**src/rtl/vn_pkg.sv**
```systemverilog
// Shared widths, register indexes and the queue word type for the vector normaliser.
package vn_pkg;

   localparam int NUM_LANES = 4;
   localparam int COMP_W    = 16;
   localparam int SQ_W      = 32;
   localparam int SUM_W     = 33;
   localparam int LEN_W     = 17;
   localparam int DIM_W     = 3;
   localparam int EPS_W     = 8;
   localparam int CSR_W     = 8;
   localparam int CSR_IDX_W = 1;

   localparam logic [DIM_W-1:0] DIM_MIN = 3'd2;
   localparam logic [DIM_W-1:0] DIM_MAX = 3'd4;
   localparam logic [DIM_W-1:0] DIM_RESET = 3'd4;
   localparam logic [EPS_W-1:0] EPS_RESET = 8'd1;

   localparam logic [CSR_IDX_W-1:0] CSR_DIMENSION = 1'd0;
   localparam logic [CSR_IDX_W-1:0] CSR_EPSILON   = 1'd1;

   // root bits, quotient bits and the Q1.14 unit
   localparam int ROOT_STAGES = 17;
   localparam int QUOT_BITS   = 15;
   localparam logic [QUOT_BITS-1:0] ONE_Q14 = 15'd16384;

   typedef logic [NUM_LANES-1:0][COMP_W-1:0] comp_vec_type;
   typedef logic [NUM_LANES-1:0][SQ_W-1:0]   sq_vec_type;

   typedef struct packed {
      comp_vec_type comp;
      sq_vec_type   sq;
   } item_type;

   typedef struct packed {
      logic     push;
      item_type word;
   } push_type;

endpackage

```
**src/rtl/vn_front.sv**
```systemverilog
// Front end: accept a word, mask unused components and square each one.
module vn_front import vn_pkg::*; (
   input  logic               clock,
   input  logic               reset,
   input  logic               req_valid,
   output logic               req_stall,
   input  logic [COMP_W-1:0]  req_comp_x,
   input  logic [COMP_W-1:0]  req_comp_y,
   input  logic [COMP_W-1:0]  req_comp_z,
   input  logic [COMP_W-1:0]  req_comp_w,
   input  logic [DIM_W-1:0]   dim,
   input  logic               q_full,
   output push_type           q_push
);

   logic         vld_ff, vld_in;
   comp_vec_type comp_ff, comp_in;
   logic [DIM_W-1:0] eff_dim;
   logic         accept;

   always_comb begin
      priority if (dim < DIM_MIN) begin
         eff_dim = DIM_MIN;
      end else if (dim > DIM_MAX) begin
         eff_dim = DIM_MAX;
      end else begin
         eff_dim = dim;
      end
   end

   assign req_stall = vld_ff && q_full;
   assign accept    = req_valid && !req_stall;

   always_comb begin
      comp_in[0] = req_comp_x;
      comp_in[1] = req_comp_y;
      comp_in[2] = (eff_dim > 3'd2) ? req_comp_z : '0;
      comp_in[3] = (eff_dim > 3'd3) ? req_comp_w : '0;
   end

   always_comb begin
      q_push.push      = vld_ff && !q_full;
      q_push.word.comp = comp_ff;
      for (int i = 0; i < NUM_LANES; i++) begin
         q_push.word.sq[i] = SQ_W'($signed(comp_ff[i]) * $signed(comp_ff[i]));
      end
   end

   always_comb begin
      if (accept) begin
         vld_in = 1'b1;
      end else if (q_push.push) begin
         vld_in = 1'b0;
      end else begin
         vld_in = vld_ff;
      end
   end

   always_ff @(posedge clock) begin
      if (reset) begin
         vld_ff <= 1'b0;
      end else begin
         vld_ff <= vld_in;
      end
   end

   always_ff @(posedge clock) begin
      if (accept) begin
         comp_ff <= comp_in;
      end
   end

endmodule

```
**config.mk**
```make
export PLATFORM = sky130hd
export DESIGN_NAME = vn_front
export DESIGN_NICKNAME = d
export VERILOG_FILES = /design/src/rtl/vn_pkg.sv /design/src/rtl/vn_front.sv
export SDC_FILE = /design/constraint.sdc
export NUM_CORES = 2
export LEC_CHECK = 0
export BUFFER_PORTS_ARGS = -buffer_cell sky130_fd_sc_hd__buf_2
export CAP_MARGIN = 20
export CORE_UTILIZATION = 60
export DETAILED_ROUTE_END_ITERATION = 10
export MAX_ROUTING_LAYER = met4
export PLACE_DENSITY = 0.86
export SYNTH_ARGS = -nofsm -noshare
export SYNTH_HDL_FRONTEND = slang
export SYNTH_SLANG_ARGS = --single-unit
export TNS_END_PERCENT = 20
```
**constraint.sdc**
```tcl
create_clock -name clock -period 9.9 [get_ports clock]
set_input_delay 0 -clock clock [delete_from_list [all_inputs] [get_ports clock]]
set_output_delay 0 -clock clock [all_outputs]
set_load 0.02 [all_outputs]
```
# Word-level counts from Yosys, hierarchy flattened
# Cells that the tools add are included.
# totals
n_memories	0
romBits	0
elab_cells	23
latch_bits	0
inputBits	71
mem_bits_rw	0
output_inout_bits	194
reg_bits	65
# classes
div	0
n_mul	4
n_bitwise	0
mux	4
n_addsub	0
magnitude_cmp	4
shift	0
n_eq_ne	0
reduce_logical	6
# ops
op	n
multiplier 16 x 16 -> 32 bit	4
> comparator 3 x 2 -> 1 bit, second input constant	2
two-way mux 3 bit	2
> comparator 3 bit, second input constant	1
logical AND 1 bit	3
less-than comparator 3 x 2 -> 1 bit, second input constant	1
zero test 1 bit	2
two-way mux 1 bit	2
nonzero test 2 bit	1

# Longest topological paths before layout
# logic_depth
word_depth	4
depth_mapped	25
depth_no_buf	24

# Worst setup path before layout
# OpenSTA, ideal clock, no wires.
# synth_timing
path_kind	flip-flop to output port
from	register comp_ff (netlist bit q_push[175])
to	output port q_push[94] in the netlist's numbering
n_path_buf	1
t_required_ns	9.900
t_arrival_ns	6.623
path_slack_ns	3.277
stages_incl_launch_ff	21
path_cell_list	edfxtp_1 > clkbuf_1 > and2_1 > fa_1 > fa_1 > fa_1 > fa_1 > fa_1 > inv_1 > fa_1 > inv_1 > ha_1 > a21o_1 > a21oi_2 > nor4b_2 > nand3_1 > a31o_1 > o41a_1 > a221o_1 > a2111oi_0 > nand4b_1
# synth_rtl
element	line_no	source
start, declared	vn_front.sv:17	comp_vec_type comp_ff, comp_in;
start signal, assigned	vn_front.sv:69	comp_ff <= comp_in;
end, declared	vn_front.sv:13	output push_type q_push

==> reports/summary.txt <==
Status: completed
Top cell type's share of synthesized area: 49.4%
Placeable Area: 61900 µm²
Setup_tns: 0 ns
Worst-Margin Slew: 0.978 ns
Full die area: 64000 µm²
CTS tree: built
Dpl cells: 5037
Vias in the first global route: 30600
Crit path DAT: 7.99 ns
WHS Path Cells: 2
Critical Path End Type: output port
WP data required: 9.90 ns
Clock Latency Late Sink: 0.40 ns
Top post-synthesis cells by area: fa_1, inv_1, ha_1
Initial cell density of the core: 61.1%
Reg2reg path depth: 3
# H-tree levels: 3
DR vias/cell: 5.35
Hpwl dp: 72400 µm
Post-synthesis cell count: 4028
Share of cells above drive strength 1: 7.64%
GRT Total Usage: 29.9%
RR Endpoint: q_push[143]
Startpoint Class: register
Initial DRC count: 1840
Non-filler cells in the finished layout: 5118
CTS Root Cell: clkbuf_16
Post-Syn Area: 37800 µm²
DR vias: 27400
Post-detailed-route wirelength per cell: 17.1 µm
Final nets: 5645
Final setup vio count: 0
Post_cts resized: 0
Clock Pin Slew Worst Setup and Hold Paths: 0.07 ns
Initial antenna violation count: 1
CTS max path bufs: 2
Final hold violation count: 0
Top-count cell post-synth: inv_1
RR Startpoint: vld_ff
Max Freq: 125 MHz
DR DRC count: 0
IO buf count: 260
Clk sinks: 65
Syn_area_per_cell: 9.39 µm²
Hold Crit Class: input pin to register
RSZ-0062 raised after global routing: false
Synth warnings: 0
Netlist cell types: 64
Row count: 91
EDFF count, synth: 64
First-pass GRT wire length: 146000 µm
Post-layout util: 65.9%
Die span in y: 253 µm
Register bit total from synthesis: 65
Final setup skew: 0.0189 ns
Synth cell count leaders: inv_1, fa_1, ha_1
Capture point of the critical path: q_push[94]
First-pass iteration count of the detailed router: 5
Sequential area share after synthesis: 5.13%
Synth-to-layout area growth: 7.89%
CTS buffer count: 9
Die Wd: 253 µm
Max Cap Violations: 0
Period utilization: 80.7%
Num ports: 265
Crit Path Max Fanout: 17
Setup CP Type: register to output port
Final min period: 7.99 ns
Slew headroom: 34.8%
Placer Congestion: 0.958
Worst Setup SP: q_push[175]
Routed WL: 87400 µm
Routed Antenna Nets: 0
Post-synth top area cell: fa_1
Most used DFF post-synth: edfxtp_1
Largest net degree at the start of global routing: 56
Reg2reg setup slack: 7.95 ns
Slew Limit Fails: 0
Grt total ovfl: 0
Async set-or-reset flop fraction in the synthesized netlist: 0%
[flip-flops by register name, indices dropped and copies added, names as in the netlist]
register / count
vld_ff: 1
q_push: 64
[timing repair]
action | in CTS | in global routing
hold buffers | 63 | 0
endpoints found under the hold margin | 62 | 0
buffers inserted | 0 | 0
[cell usage in the layout (no fill, tap or decap), types with 63 or more instances in the layout]
cell type	n
xnor2_1	146
nor2_1	162
buf_2	260
nand2_1	322
ha_1	366
edfxtp_1	64
and2_1	166
dlygate4sd3_1	63
fa_1	933
inv_1	1263
a21oi_1	87
[kinds of logic after synthesis]
| family | count (synthesis) | share of synthesized area (%) |
|---|---|---|
| xor gates and xnor gates | 175 | 4.05 |
| DFF | 65 | 5.13 |
| other | 1 | 0.00992 |
| buffers and inverters | 1367 | 13.7 |
| muxes | 7 | 0.185 |
| adders and majority gates | 1299 | 61.5 |
| AOI/OAI and AO/OA | 307 | 5.39 |
| and+or+nand+nor | 807 | 10.1 |
[critical path, cell delays in order (launching register included)]
cell,delay (ns)
edfxtp_1,0.73
inv_1,0.43
nor2_1,0.36
fa_1,0.62
fa_1,0.57
fa_1,0.45
fa_1,0.53
fa_1,0.50
inv_1,0.05
fa_1,0.47
inv_1,0.04
ha_1,0.36
a21o_1,0.21
a21oi_2,0.15
nor4b_2,0.21
nand3_1,0.19
a31o_1,0.28
o41a_1,0.37
a221o_1,0.37
a2111oi_0,0.37
nand4b_1,0.17
buf_2,0.17
[layout make-up]
cell class / instances / area, µm²
multi-input combinational: 2599 / 30700
fill: 4732 / 21100
inverter: 1265 / 4750
timing repair buffer: 335 / 2020
sequential: 65 / 1940
tap: 837 / 1050
clock buffer: 9 / 225
clock inverter: 7 / 87.6
antenna: 1 / 2.50
[metrics by stage]
step	instance area, µm²	hold slack (ns)	worst slack [ns]
after global placement	39800	0.159	2.77
final	40800	0.00213	1.91
after CTS	40800	0.000261	1.95
after floorplan	37800	0.0724	3.28
after global routing	40800	0.00302	1.48
after detailed placement	39800	0.160	2.41
[how the worst min path moves through the flow]
stage                  startpoint     endpoint  slack (ns)
floorplan                   reset       vld_ff        0.07
global placement            reset       vld_ff        0.16
detailed placement          reset       vld_ff        0.16
CTS                 req_comp_z[2]  q_push[162]      0.0003
global route        req_comp_z[2]  q_push[162]       0.003
finish              req_comp_z[2]  q_push[162]       0.002
[metal layers]
| layer | routed length [µm] | global-route usage [%] |
|---|---|---|
| met5 | 0 | - |
| met4 | 3550 | 12.0 |
| met3 | 6580 | 5.07 |
| met2 | 44600 | 50.5 |
| met1 | 32700 | 35.8 |
Power is not shown: default switching activity piles up to over one toggle a cycle in this logic, so the estimate is an artifact.
