## config.mk

```make
export PLATFORM = sky130hd
export DESIGN_NAME = vn_queue
export DESIGN_NICKNAME = d
export VERILOG_FILES = /design/src/rtl/vn_pkg.sv /design/src/rtl/vn_queue.sv
export SDC_FILE = /design/constraint.sdc
export NUM_CORES = 1
export LEC_CHECK = 0
export ABC_AREA = 0
export ABC_CLOCK_PERIOD_IN_PS = 10300
export BUFFER_PORTS_ARGS = -buffer_cell sky130_fd_sc_hd__buf_4
export CAP_MARGIN = 20
export CELL_PAD_IN_SITES_DETAIL_PLACEMENT = 1
export CELL_PAD_IN_SITES_GLOBAL_PLACEMENT = 2
export CORE_UTILIZATION = 35
export CTS_BUF_LIST = sky130_fd_sc_hd__clkbuf_4 sky130_fd_sc_hd__clkbuf_8 sky130_fd_sc_hd__clkbuf_16
export CTS_CLUSTER_DIAMETER = 200
export DETAILED_ROUTE_END_ITERATION = 10
export PLACE_DENSITY_LB_ADDON = 0.1
export SLEW_MARGIN = 30
export SYNTH_ARGS = -nofsm -noshare
export SYNTH_HDL_FRONTEND = slang
export SYNTH_SLANG_ARGS = --single-unit
```

## constraint.sdc

```tcl
create_clock -name clock -period 10.3 [get_ports clock]
set_clock_uncertainty 0.2 [all_clocks]
set_input_delay 1.03 -clock clock [delete_from_list [all_inputs] [get_ports clock]]
set_output_delay 1.03 -clock clock [all_outputs]
set_load 0.02 [all_outputs]
```

## src/rtl/vn_pkg.sv

```systemverilog
// Shared widths, register indexes and the queue word type for the vector normaliser.
package vn_pkg;

   localparam int NUM_LANES = 4;
   localparam int COMP_W    = 16;
   localparam int SQ_W      = 32;
   localparam int SUM_W     = 33;
   localparam int LEN_W     = 17;
   localparam int DIM_W     = 3;
   localparam int EPS_W     = 8;
   localparam int CSR_W     = 8;
   localparam int CSR_IDX_W = 1;

   localparam logic [DIM_W-1:0] DIM_MIN = 3'd2;
   localparam logic [DIM_W-1:0] DIM_MAX = 3'd4;
   localparam logic [DIM_W-1:0] DIM_RESET = 3'd4;
   localparam logic [EPS_W-1:0] EPS_RESET = 8'd1;

   localparam logic [CSR_IDX_W-1:0] CSR_DIMENSION = 1'd0;
   localparam logic [CSR_IDX_W-1:0] CSR_EPSILON   = 1'd1;

   // root bits, quotient bits and the Q1.14 unit
   localparam int ROOT_STAGES = 17;
   localparam int QUOT_BITS   = 15;
   localparam logic [QUOT_BITS-1:0] ONE_Q14 = 15'd16384;

   typedef logic [NUM_LANES-1:0][COMP_W-1:0] comp_vec_type;
   typedef logic [NUM_LANES-1:0][SQ_W-1:0]   sq_vec_type;

   typedef struct packed {
      comp_vec_type comp;
      sq_vec_type   sq;
   } item_type;

   typedef struct packed {
      logic     push;
      item_type word;
   } push_type;

endpackage

```

## src/rtl/vn_queue.sv

```systemverilog
// Two-word queue between the front end and the arithmetic pipeline.
module vn_queue import vn_pkg::*; (
   input  logic     clock,
   input  logic     reset,
   input  push_type q_push,
   output logic     q_full,
   output logic     q_valid,
   output item_type q_word,
   input  logic     q_pop
);

   item_type   slot_ff [2];
   logic       wr_ptr_ff, wr_ptr_in;
   logic       rd_ptr_ff, rd_ptr_in;
   logic [1:0] count_ff, count_in;

   assign q_full  = (count_ff == 2'd2);
   assign q_valid = (count_ff != 2'd0);
   assign q_word  = slot_ff[rd_ptr_ff];

   always_comb begin
      wr_ptr_in = q_push.push ? !wr_ptr_ff : wr_ptr_ff;
      rd_ptr_in = q_pop ? !rd_ptr_ff : rd_ptr_ff;
      count_in  = count_ff + 2'(q_push.push) - 2'(q_pop);
   end

   always_ff @(posedge clock) begin
      if (reset) begin
         wr_ptr_ff <= 1'b0;
         rd_ptr_ff <= 1'b0;
         count_ff  <= 2'd0;
      end else begin
         wr_ptr_ff <= wr_ptr_in;
         rd_ptr_ff <= rd_ptr_in;
         count_ff  <= count_in;
      end
   end

   always_ff @(posedge clock) begin
      if (q_push.push) begin
         slot_ff[wr_ptr_ff] <= q_push.word;
      end
   end

`ifndef NO_ASSERTIONS
   a_no_overflow: assert property (@(posedge clock) disable iff (reset)
      !(q_push.push && q_full))
      else $error("queue written while full");
   a_no_underflow: assert property (@(posedge clock) disable iff (reset)
      !(q_pop && !q_valid))
      else $error("queue read while empty");
`endif

endmodule

```

## Yosys cells after proc, flatten, opt, wreduce, memory -nomap -nowiden

Memories as Yosys holds them, arrays and structs flattened. A register that Yosys moved wholly into a read port is not among the register bits.
Cells that the tools add are included.

| storage, ports and cells | value |
|---|---|
| flip-flop bits (word level) | 4 |
| input bits | 196 |
| bits in writable memories | 384 |
| memories | 1 |

Memories:

| memory | depth | bits a word | rd ports | clocked after Yosys merged registers in | write ports | RTL line | source |
|---|---|---|---|---|---|---|---|
| slot_ff | 2 | 192 | 1 | 1 | 1 | vn_queue.sv:12 | `item_type slot_ff [2];` |

| cells by class | value |
|---|---|
| reduce and logical (&&, ||, !) cells | 3 |
| equal/unequal tests | 1 |
| $add $sub $neg | 2 |
| multiplexer cells | 4 |

Operator list:

| operator | count |
|---|---|
| $mux 1 | 4 |
| $add 2x1->2 | 1 |
| $eq 2x2->1 const B | 1 |
| $logic_not 1->1 | 2 |
| $reduce_bool 2->1 | 1 |
| $sub 2x1->2 | 1 |

## Depth between registers and ports, before layout

Gate-level depths: netlist of run 1.

| depth | value |
|---|---|
| depth in word-level cells | 3 |
| depth in mapped cells | 6 |
| mapped depth without buffers | 6 |

## Worst setup path before layout of run 1

No wires, ideal clock.

| timing | value |
|---|---|
| path type | in2reg |
| from | input q_push[192] in the netlist's numbering |
| to | memory slot_ff[0][0] in the netlist's numbering (enable) |
| path slack | 0.018 ns |
| data required time | 9.330 ns |
| stages | 1 |
| path buffers | 0 |
| library setup time | 0.770 ns |
| arrival | 9.312 ns |
| cell sequence | nor2b_1 |

| between the ends | value |
|---|---|
| longest elaborated chain between the ends | 2 |

RTL lines:

| element | RTL line | source |
|---|---|---|
| start: declaration | vn_queue.sv:5 | `input push_type q_push,` |
| $mux 1 | vn_queue.sv:40 | `if (q_push.push) begin` |
| $mux 1 (implied by the code) | vn_queue.sv:41 | `slot_ff[wr_ptr_ff] <= q_push.word;` |
| end: declaration | vn_queue.sv:12 |  |

No other way between the ends.

==> reports/results.ini, run 1 <==
[drt]
finalWirelength_um = 32580
wl_per_cell_um = 20.44
drtIter0Drc = 249
viasPerCell = 4.503
detail-route-antenna-nets = 0
dr.pass1.iters = 4
drc = 0
vias = 7178

[place]
port_buffers = 389
place_ws_ns = 6.514
gp_congestion = 0.7040
dp_hpwl_um = 21320
placed_cell_area_sq_um = 17580

[layout]
final_common_cell = buf_4
areaGrowthSynthToFinish_pct = 33.93
final_cell_mix = 393 x buf_4, 384 x edfxtp_1, 192 x mux2_2
layout-drive-gt1-share_pct = 61.52
postLayoutCellArea_sq_um = 18940
fin_nets = 1237
final_util_pct = 47.56

[synth]
netlist-cell-type-count = 13
seq_area_frac_synth_pct = 82.24
syn_area_per_cell_sq_um = 22.88
syn_inst = 618
syn_nets = 816
synth_largest_area_cell = edfxtp_1
synth_top_area_share_pct = 81.54
ys_top_cells_by_area = edfxtp_1 82%, mux2_2 15%, buf_6 1.6%
ys_ff_latch = 389
syn_area_sq_um = 14140
yosys_warnings = 0

[die]
die-width_um = 203.0
die-area_sq_um = 41220
initial_utilization_pct = 35.51
io_pins = 390
die_height_um = 203.0
core-area_sq_um = 39820
num_rows = 73

[setup_path]
cp.required_ns = 9.07
crit_path_end_kind = primary output
crit_slowest_cell = dfxtp_4
setup.worst_path.start_class = flop
cp_top_family = flip-flops
critical-path-max-stage-delay_ns = 0.90
cp.arrival_ns = 2.76
path_cells = buf_6, mux2_2, buf_4
worst-path-max-fanout = 67
path_buf_inv = 2
path_class = reg -> out

[worst_hold_path]
hold_class = reg -> reg

[clock_tree]
cts_resized = 0
clk_pin_slew_ns = 0.06
post_cts_buffers = 0
cts_sinks = 389
htreeDepth = 2
cts_buffers = 43
max-clock-path-buffers = 3
clk_latency_ns = 0.54
clockRootBuffer = clkbuf_16
cts_tree = yes
hold_buffers = 0

[sta]
slew_headroom_pct = 37.18
setup_violations = 0
slew_violations = 0
hold_violations = 0
tightest_slew_ns = 0.9424
fin_crit_sh_pct = 38.69
whs_ns = 0.3165
setup_tns_ns = 0
period_needed_ns = 3.985
max_freq_mhz = 250.9
layout_setup_ws_ns = 6.315
rsz0062_at_grt = no

[grt]
antenna_found_initial = 1
grt_pass1_vias = 7653
track_usage_pct = 15.64
grt_pass1_wl_um = 47290
grt_max_degree = 69
grt_overflow = 0

[power]
p_leak_nw = 7.027
powerDensity_nw_per_um2 = 204.1
peakVddDrop_mv = 0.1399

[run]
max-cap-violations = 0

[status]
status = finished clean

-- cells by family after synthesis --
| family | Yosys count | share of synthesized area [%] |
|---|---|---|
| and+or+nand+nor | 9 | 0.3274 |
| buffers and inverters | 23 | 1.681 |
| adders and majority gates | 2 | 0.1769 |
| xor gates and xnor gates | 3 | 0.2831 |
| muxes | 192 | 15.29 |
| DFF | 389 | 82.24 |
-- worst min-delay path, stage by stage, from the launching register on --
cell and delay (ns):
dfxtp_1 0.32, xnor2_1 0.09, nor2_1 0.08
-- registers in the layout (all words and copies together) (netlist names), named ones only --
signal     flops
slot_ff      384
count_ff       2
rd_ptr_ff      1
wr_ptr_ff      1
-- per-layer routing --
metal,GRT usage (%),vias up,share of wire [%]
li1,-,3295,-
met1,18.40,3594,39
met2,25.39,238,49
met3,6.437,51,9.4
met4,6.176,0,2.3
met5,0,-,0
-- final cells by class --
cell class | instances | area (sq um)
Clock inverter | 22 | 172.7
Inverter | 2 | 7.507
Sequential cell | 389 | 11630
Multi-Input combinational cell | 206 | 2283
Fill cell | 3850 | 20880
Tap cell | 525 | 656.9
Clock buffer | 52 | 1179
Antenna cell | 1 | 2.502
Timing Repair Buffer | 397 | 3004
-- through the flow --
step / power [mW] / cells
5_1_grt: 4.010 / 1594
3_3_place_gp: 2.434 / 1518
2_1_floorplan: 2.215 / 618
4_1_cts: 3.931 / 1593
6_report: 3.866 / 1594
3_5_place_dp: 2.441 / 1519
-- worst paths after layout --
path	cells after the start	startpoint	endpoint	slack [ns]
worst max-delay path	3	flop	q_word[54]	6.31
worst min-delay path	2	rd_ptr_ff$_SDFFE_PP0P_	rd_ptr_ff$_SDFFE_PP0P_	0.32
worst max register to register	2	wr_ptr_ff$_SDFFE_PP0P_	slot_ff[0][49]$_DFFE_PP_	7.83
worst min register to register	2	rd_ptr_ff$_SDFFE_PP0P_	rd_ptr_ff$_SDFFE_PP0P_	0.32
-- synth_stat cells --
cell / n
edfxtp_1: 384
mux2_2: 192
buf_6: 20
dfxtp_1: 5
nor2_1: 4
nor2b_1: 3
ha_1: 2
inv_1: 2
xnor2_1: 2
and2_1: 1
buf_2: 1
or2_2: 1
xnor3_1: 1
-- where the power goes --
group | leakage [nW] | total (mW) | internal (mW) | switching, mW
logic | 2.70 | 0.516 | 0.242 | 0.275
registers | 3.65 | 1.88 | 1.85 | 0.0293
clock network | 0.680 | 1.47 | 0.882 | 0.587
total | 7.03 | 3.87 | 2.98 | 0.891
No activity file was read; power rests on OpenSTA's default activity.
==> run 2: changes to the inputs <==
- ABC_CLOCK_PERIOD_IN_PS: 10300 -> 3850
- CORE_UTILIZATION: 35 -> 38
- clock period: 10.3 -> 3.85 ns (I/O delays scaled with it)
==> run 2 against run 1 <==
  * Sequential share of layout area down 5.9 points
  * Count of clock-buffer cells in the layout increased by 1
  * Total power grew to 2.7 times the previous value
  * Cell count increased by 9.0%
  * Clock power rose to 2.7 times the previous value
  * Critical path type unchanged
  * Critical endpoint is now q_word[33]
==> reports/results.ini, run 2 (synthesis results as in run 1) <==
[status]
status = finished clean

[die]
initial_utilization_pct = 38.63  ; +3.1 points
io_pins = 390  ; unchanged
die-area_sq_um = 37990  ; -7.8%
num_rows = 70  ; -4.1%
core-area_sq_um = 36610  ; -8.1%
die_height_um = 194.9  ; -4.0%
die-width_um = 194.9  ; -4.0%

[setup_path]
r2r_setup_slack_ns = 1.79  ; -6.04 ns
rr_worst_depth = 2  ; unchanged
reg2reg_from = wr_ptr_ff$_SDFFE_PP0P_
crit_path_end_kind = primary output
critical-path-max-stage-delay_ns = 0.85  ; -0.05 ns
path_cells = buf_4, mux2_2, buf_4
path_class = reg -> out
cpMostUsedCell = buf_4
worst-path-max-fanout = 52  ; -22%
crit_end = q_word[33]
crit_slowest_cell = dfxtp_4
setup.worst_path.start_class = flop
cp.arrival_ns = 2.38  ; -0.38 ns
r2r_end = slot_ff[1][114]$_DFFE_PP_
cp.required_ns = 3.26  ; -5.81 ns

[power]
power_mw = 10.56  ; +170%
power.internal_mw = 8.121  ; +170%
p_leak_nw = 7.900  ; +12%
peakVddDrop_mv = 0.3661  ; +160%
power_frac_clock_pct = 37.4  ; -0.6 points
switching_share_pct = 23.12  ; +0.080 points
seqPwrFrac_pct = 47.6  ; -1.0 points
pwr-share-comb_pct = 15.0  ; +1.6 points
powerDensity_nw_per_um2 = 504.4  ; +150%
power_switching_mw = 2.442  ; +170%

[drt]
dr.pass1.iters = 4  ; unchanged
detail-route-antenna-nets = 0  ; unchanged
drc = 0  ; unchanged
drtIter0Drc = 200  ; -20%
finalWirelength_um = 33750  ; +3.6%
vias = 8074  ; +12%
wl_per_cell_um = 19.42  ; -5.0%
viasPerCell = 4.646  ; +3.2%

[clock_tree]
cts_buffers = 44  ; +2.3%
clk_latency_ns = 0.53  ; about the same
post_cts_buffers = 0  ; unchanged
cts_sinks = 389  ; unchanged
clk_pin_slew_ns = 0.06  ; about the same
clockRootBuffer = clkbuf_16
cts_tree = yes
htreeDepth = 2  ; unchanged
max-clock-path-buffers = 3  ; unchanged

[place]
dp_hpwl_um = 21270  ; -0.24%
gp_congestion = 0.7194  ; +2.2%
dp.cells = 1469  ; -3.3%
placed_cell_area_sq_um = 17620  ; +0.25%
port_buffers = 389  ; unchanged

[grt]
grt_overflow = 0  ; unchanged
track_usage_pct = 17.68  ; +2.0 points
grt.busiest_layer = met2
globalRouteMet1Util_pct = 19.80  ; +1.4 points
grtUsageMet3_pct = 5.518  ; -0.92 points
grtUsageMet2_pct = 31.67  ; +6.3 points
grt_max_degree = 102  ; +48%
grt_pass1_wl_um = 50840  ; +7.5%
antenna_found_initial = 0  ; -1
grt_pass1_vias = 8865  ; +16%

[sta]
slew_violations = 0  ; unchanged
slew_headroom_pct = 47.32  ; +10 points
period_needed_ns = 2.961
tightest_slew_ns = 0.7901  ; -0.1522 ns
max_freq_mhz = 337.7
setup_violations = 0  ; unchanged
hold_violations = 0  ; unchanged
fin_crit_sh_pct = 76.91
whs_ns = 0.3259  ; +0.009399 ns
rsz0062_at_grt = no

[layout]
fin_nets = 1441  ; +16%
largest_reg_flops = 384  ; unchanged
postLayoutCellArea_sq_um = 20940  ; +11%
nFillCells = 3331  ; -13%
layoutNonFillerInstCount = 1738  ; +9.0%
final_common_cell = buf_4
layout-drive-gt1-share_pct = 52.44  ; -9.1 points
reg_top3 = slot_ff (384), count_ff (2)
num_antenna_cells = 0  ; -1
final_cell_mix = 398 x buf_4, 384 x edfxtp_1, 196 x dlygate4sd3_1
top_register = slot_ff
areaGrowthSynthToFinish_pct = 48.07

[run]
max-cap-violations = 0  ; unchanged

[worst_hold_path]
hold_class = reg -> reg

## run 2: critical path, delay by kind of cell, from the launching register on
kind,cells,cell delay [ns]
buffers and inverters,2,0.56
multiplexers,1,0.38
flip-flops,1,0.85
## run 2: layout make-up
class,count,area [sq um],share of cell area [%]
sequential,389,11630,55.56
timing repair buffer,600,5070,24.21
multi-input combinational,206,2283,10.90
clock buffer,53,1186,5.664
tap,468,585.6,2.796
clock inverter,20,172.7,0.8246
inverter,2,7.507,0.03585
## run 2: worst min path at each step
stage | from | end | slack, ns | cells after the start
after floorplan | reset | count_ff[0]$_SDFF_PP0_ | 0.26 | 1
after global placement | rd_ptr_ff$_SDFFE_PP0P_ | flop | 0.30 | 2
after detailed placement | rd_ptr_ff$_SDFFE_PP0P_ | flop | 0.32 | 2
after CTS | q_push[11] | slot_ff[0][11]$_DFFE_PP_ | 0.33 | 2
after global routing | q_push[31] | slot_ff[0][31]$_DFFE_PP_ | 0.35 | 2
final | rd_ptr_ff$_SDFFE_PP0P_ | rd_ptr_ff$_SDFFE_PP0P_ | 0.33 | 2
## run 2: power by group through the flow
stage | Clock, mW | Combinational, mW | Sequential, mW
4_1_cts | 4.09 | 1.60 | 5.03
3_5_place_dp | 0 | 1.42 | 5.12
5_1_grt | 4.22 | 1.67 | 5.05
6_report | 3.95 | 1.58 | 5.03
2_1_floorplan | 0 | 0.786 | 5.09
3_3_place_gp | 0 | 1.41 | 5.11
## run 2: timing repair
action,in CTS,in global routing
hold buffers,196,0
gates resized for setup,0,0
hold endpoints to repair,389,0
## run 2: routing by layer
metal  vias up  wire (um)
met5         -          0
met4         0        825
met3        54       2401
li1       3709          -
met1      4058      12830
met2       253      17690
## run 2: metrics by stage
step                      setup TNS, ns  worst slack [ns]  utilization, %
final                                 0            0.8890           57.20
after floorplan                  -8.615          -0.04487               -
after global routing                  0            0.7498           57.20
after global placement                0             1.395           48.13
after CTS                             0            0.8189           57.20
after detailed placement              0             1.413           48.13
==> run 3: changes to the inputs <==
- ABC_CLOCK_PERIOD_IN_PS: 3850 -> 3100
- clock period: 3.85 -> 3.1 ns (I/O delays scaled with it)
==> run 3 against run 2 <==
  * Sequential power rose by 24%
  * Sequential share of layout area hardly changed
  * Critical path depth did not move
  * Non-clock buffer count stayed put
  * Utilization about the same
  * Global-route usage up 0.39 points
  * Combinational power up 27%
  * First-iteration DRC count increased by 39%
  * Sequential cell count is the same
  * Clock power increased by 22%
  * Count of clock-buffer cells in the layout is 9 higher
  * Critical path type unchanged
==> reports/results.ini, run 3 (synthesis results as in run 1) <==
[status]
status = finished clean

[place]
port_buffers = 389  ; unchanged
dp.cells = 1469  ; unchanged
gp_congestion = 0.7142  ; -0.72%
dp_hpwl_um = 21750  ; +2.3%

[sta]
hold_violations = 0  ; unchanged
max_freq_mhz = 390.1
setup_violations = 0  ; unchanged
period_needed_ns = 2.563
tightest_slew_ns = 0.5679  ; -0.2222 ns
fin_crit_sh_pct = 82.69
slew_headroom_pct = 62.14  ; +15 points
slew_violations = 0  ; unchanged
rsz0062_at_grt = no

[clock_tree]
clockRootBuffer = clkbuf_16
clk_latency_ns = 0.54  ; about the same
cts_buffers = 43  ; -2.3%
cts_tree = yes
clk_pin_slew_ns = 0.05  ; about the same
htreeDepth = 2  ; unchanged
cts_sinks = 389  ; unchanged
max-clock-path-buffers = 3  ; unchanged

[grt]
antenna_found_initial = 1  ; +1
grt_overflow = 0  ; unchanged
grt_pass1_wl_um = 51920  ; +2.1%
grt_max_degree = 81  ; -21%
track_usage_pct = 18.07  ; +0.39 points
grt_pass1_vias = 8898  ; +0.37%

[layout]
areaGrowthSynthToFinish_pct = 48.16  ; about the same
fin_nets = 1440  ; -0.069%
final_common_cell = buf_4
reg_top3 = slot_ff (384), count_ff (2)
layout-drive-gt1-share_pct = 52.56  ; +0.12 points
top_register = slot_ff
layoutNonFillerInstCount = 1740  ; +0.12%
final_util_pct = 57.23  ; about the same
largest_reg_flops = 384  ; unchanged
final_cell_mix = 395 x buf_4, 384 x edfxtp_1, 196 x dlygate4sd3_1

[drt]
detail-route-antenna-nets = 0  ; unchanged
drc = 0  ; unchanged
drtIter0Drc = 277  ; +39%
vias = 8037  ; -0.46%
viasPerCell = 4.619  ; -0.57%
finalWirelength_um = 34350  ; +1.8%
wl_per_cell_um = 19.74  ; +1.6%
dr.pass1.iters = 6  ; +2

[setup_path]
path_class = reg -> out
crit_path_end_kind = primary output
rr_worst_depth = 2  ; unchanged
worst-path-max-fanout = 48  ; -7.7%
cp.arrival_ns = 2.05  ; -0.33 ns
cp.required_ns = 2.59  ; -0.67 ns
setup.worst_path.start_class = flop

[power]
p_leak_nw = 7.906  ; about the same
peakVddDrop_mv = 0.4207  ; +15%
powerDensity_nw_per_um2 = 621.6  ; +23%

[worst_hold_path]
hold_class = in -> reg
hold_depth = 2  ; unchanged

[die]
io_pins = 390  ; unchanged
initial_utilization_pct = 38.63  ; unchanged
core-area_sq_um = 36610  ; unchanged
num_rows = 70  ; unchanged
die-width_um = 194.9  ; unchanged
die_height_um = 194.9  ; unchanged
die-area_sq_um = 37990  ; unchanged

[run]
max-cap-violations = 0  ; unchanged

## run 3: cell types whose count changed in the layout (fill, tap and decap cells not counted), sizes merged
cell      before  now
clkinv        16   11
clkbuf        53   62
clkinvlp       1    0
diode          0    1
bufinv         3    1
## run 3: per-layer routing
metal / part of all wire [%] / track usage (%)
met2: 51 / 31.01
met1: 40 / 21.37
met5: 0 / 0
met3: 6.4 / 5.362
met4: 2.6 / 6.766
## run 3: critical path, stage by stage (launching register included)
cell     delay (ns)
dfxtp_4        0.59
buf_12         0.31
mux2_2         0.42
buf_4          0.17
## run 3: cell type report
type | count | area (sq um)
clock inverters | 12 | 77.57
well taps | 468 | 585.6
inverters | 2 | 7.507
clock buffers | 62 | 1254
repair buffers | 600 | 5107
diodes | 1 | 2.502
multi-input cells | 206 | 2283
fillers | 3366 | 15660
flip-flops and latches | 389 | 11630
## run 3: through the flow
step	TNS [ns]	hold WS [ns]	area (sq um)	setup WS (ns)	power (mW)
4_1_cts	0	0.2422	20950	0.4309	13.22
2_1_floorplan	-200.55	0.1816	14150	-0.7199	7.304
3_3_place_gp	0	0.2953	17660	1.052	8.109
5_1_grt	0	0.2750	20950	0.4062	13.52
3_5_place_dp	0	0.2977	17660	1.042	8.141
6_report	0	0.2860	20950	0.5367	13.02
## run 3: worst paths after layout
kind / startpoint / endpoint / slack, ns
max: flop / q_word[139] / 0.54
min: q_push[94] / slot_ff[0][94]$_DFFE_PP_ / 0.29
max reg2reg: wr_ptr_ff$_SDFFE_PP0P_ / slot_ff[1][155]$_DFFE_PP_ / 1.21
min reg2reg: rd_ptr_ff$_SDFFE_PP0P_ / rd_ptr_ff$_SDFFE_PP0P_ / 0.35
## run 3: power breakdown
part / internal [mW] / leakage [nW] / switching [mW]
clock: 2.88 / 0.676 / 1.92
combinational: 0.997 / 3.58 / 0.999
sequential: 6.15 / 3.65 / 0.0839
total: 10.0 / 7.91 / 3.00
## run 3: what timing repair did
action | CTS | global route
hold buffers | 196 | 0
buffers inserted | 0 | 0
gates resized for setup | 0 | 0
endpoints found under the hold margin | 389 | 0
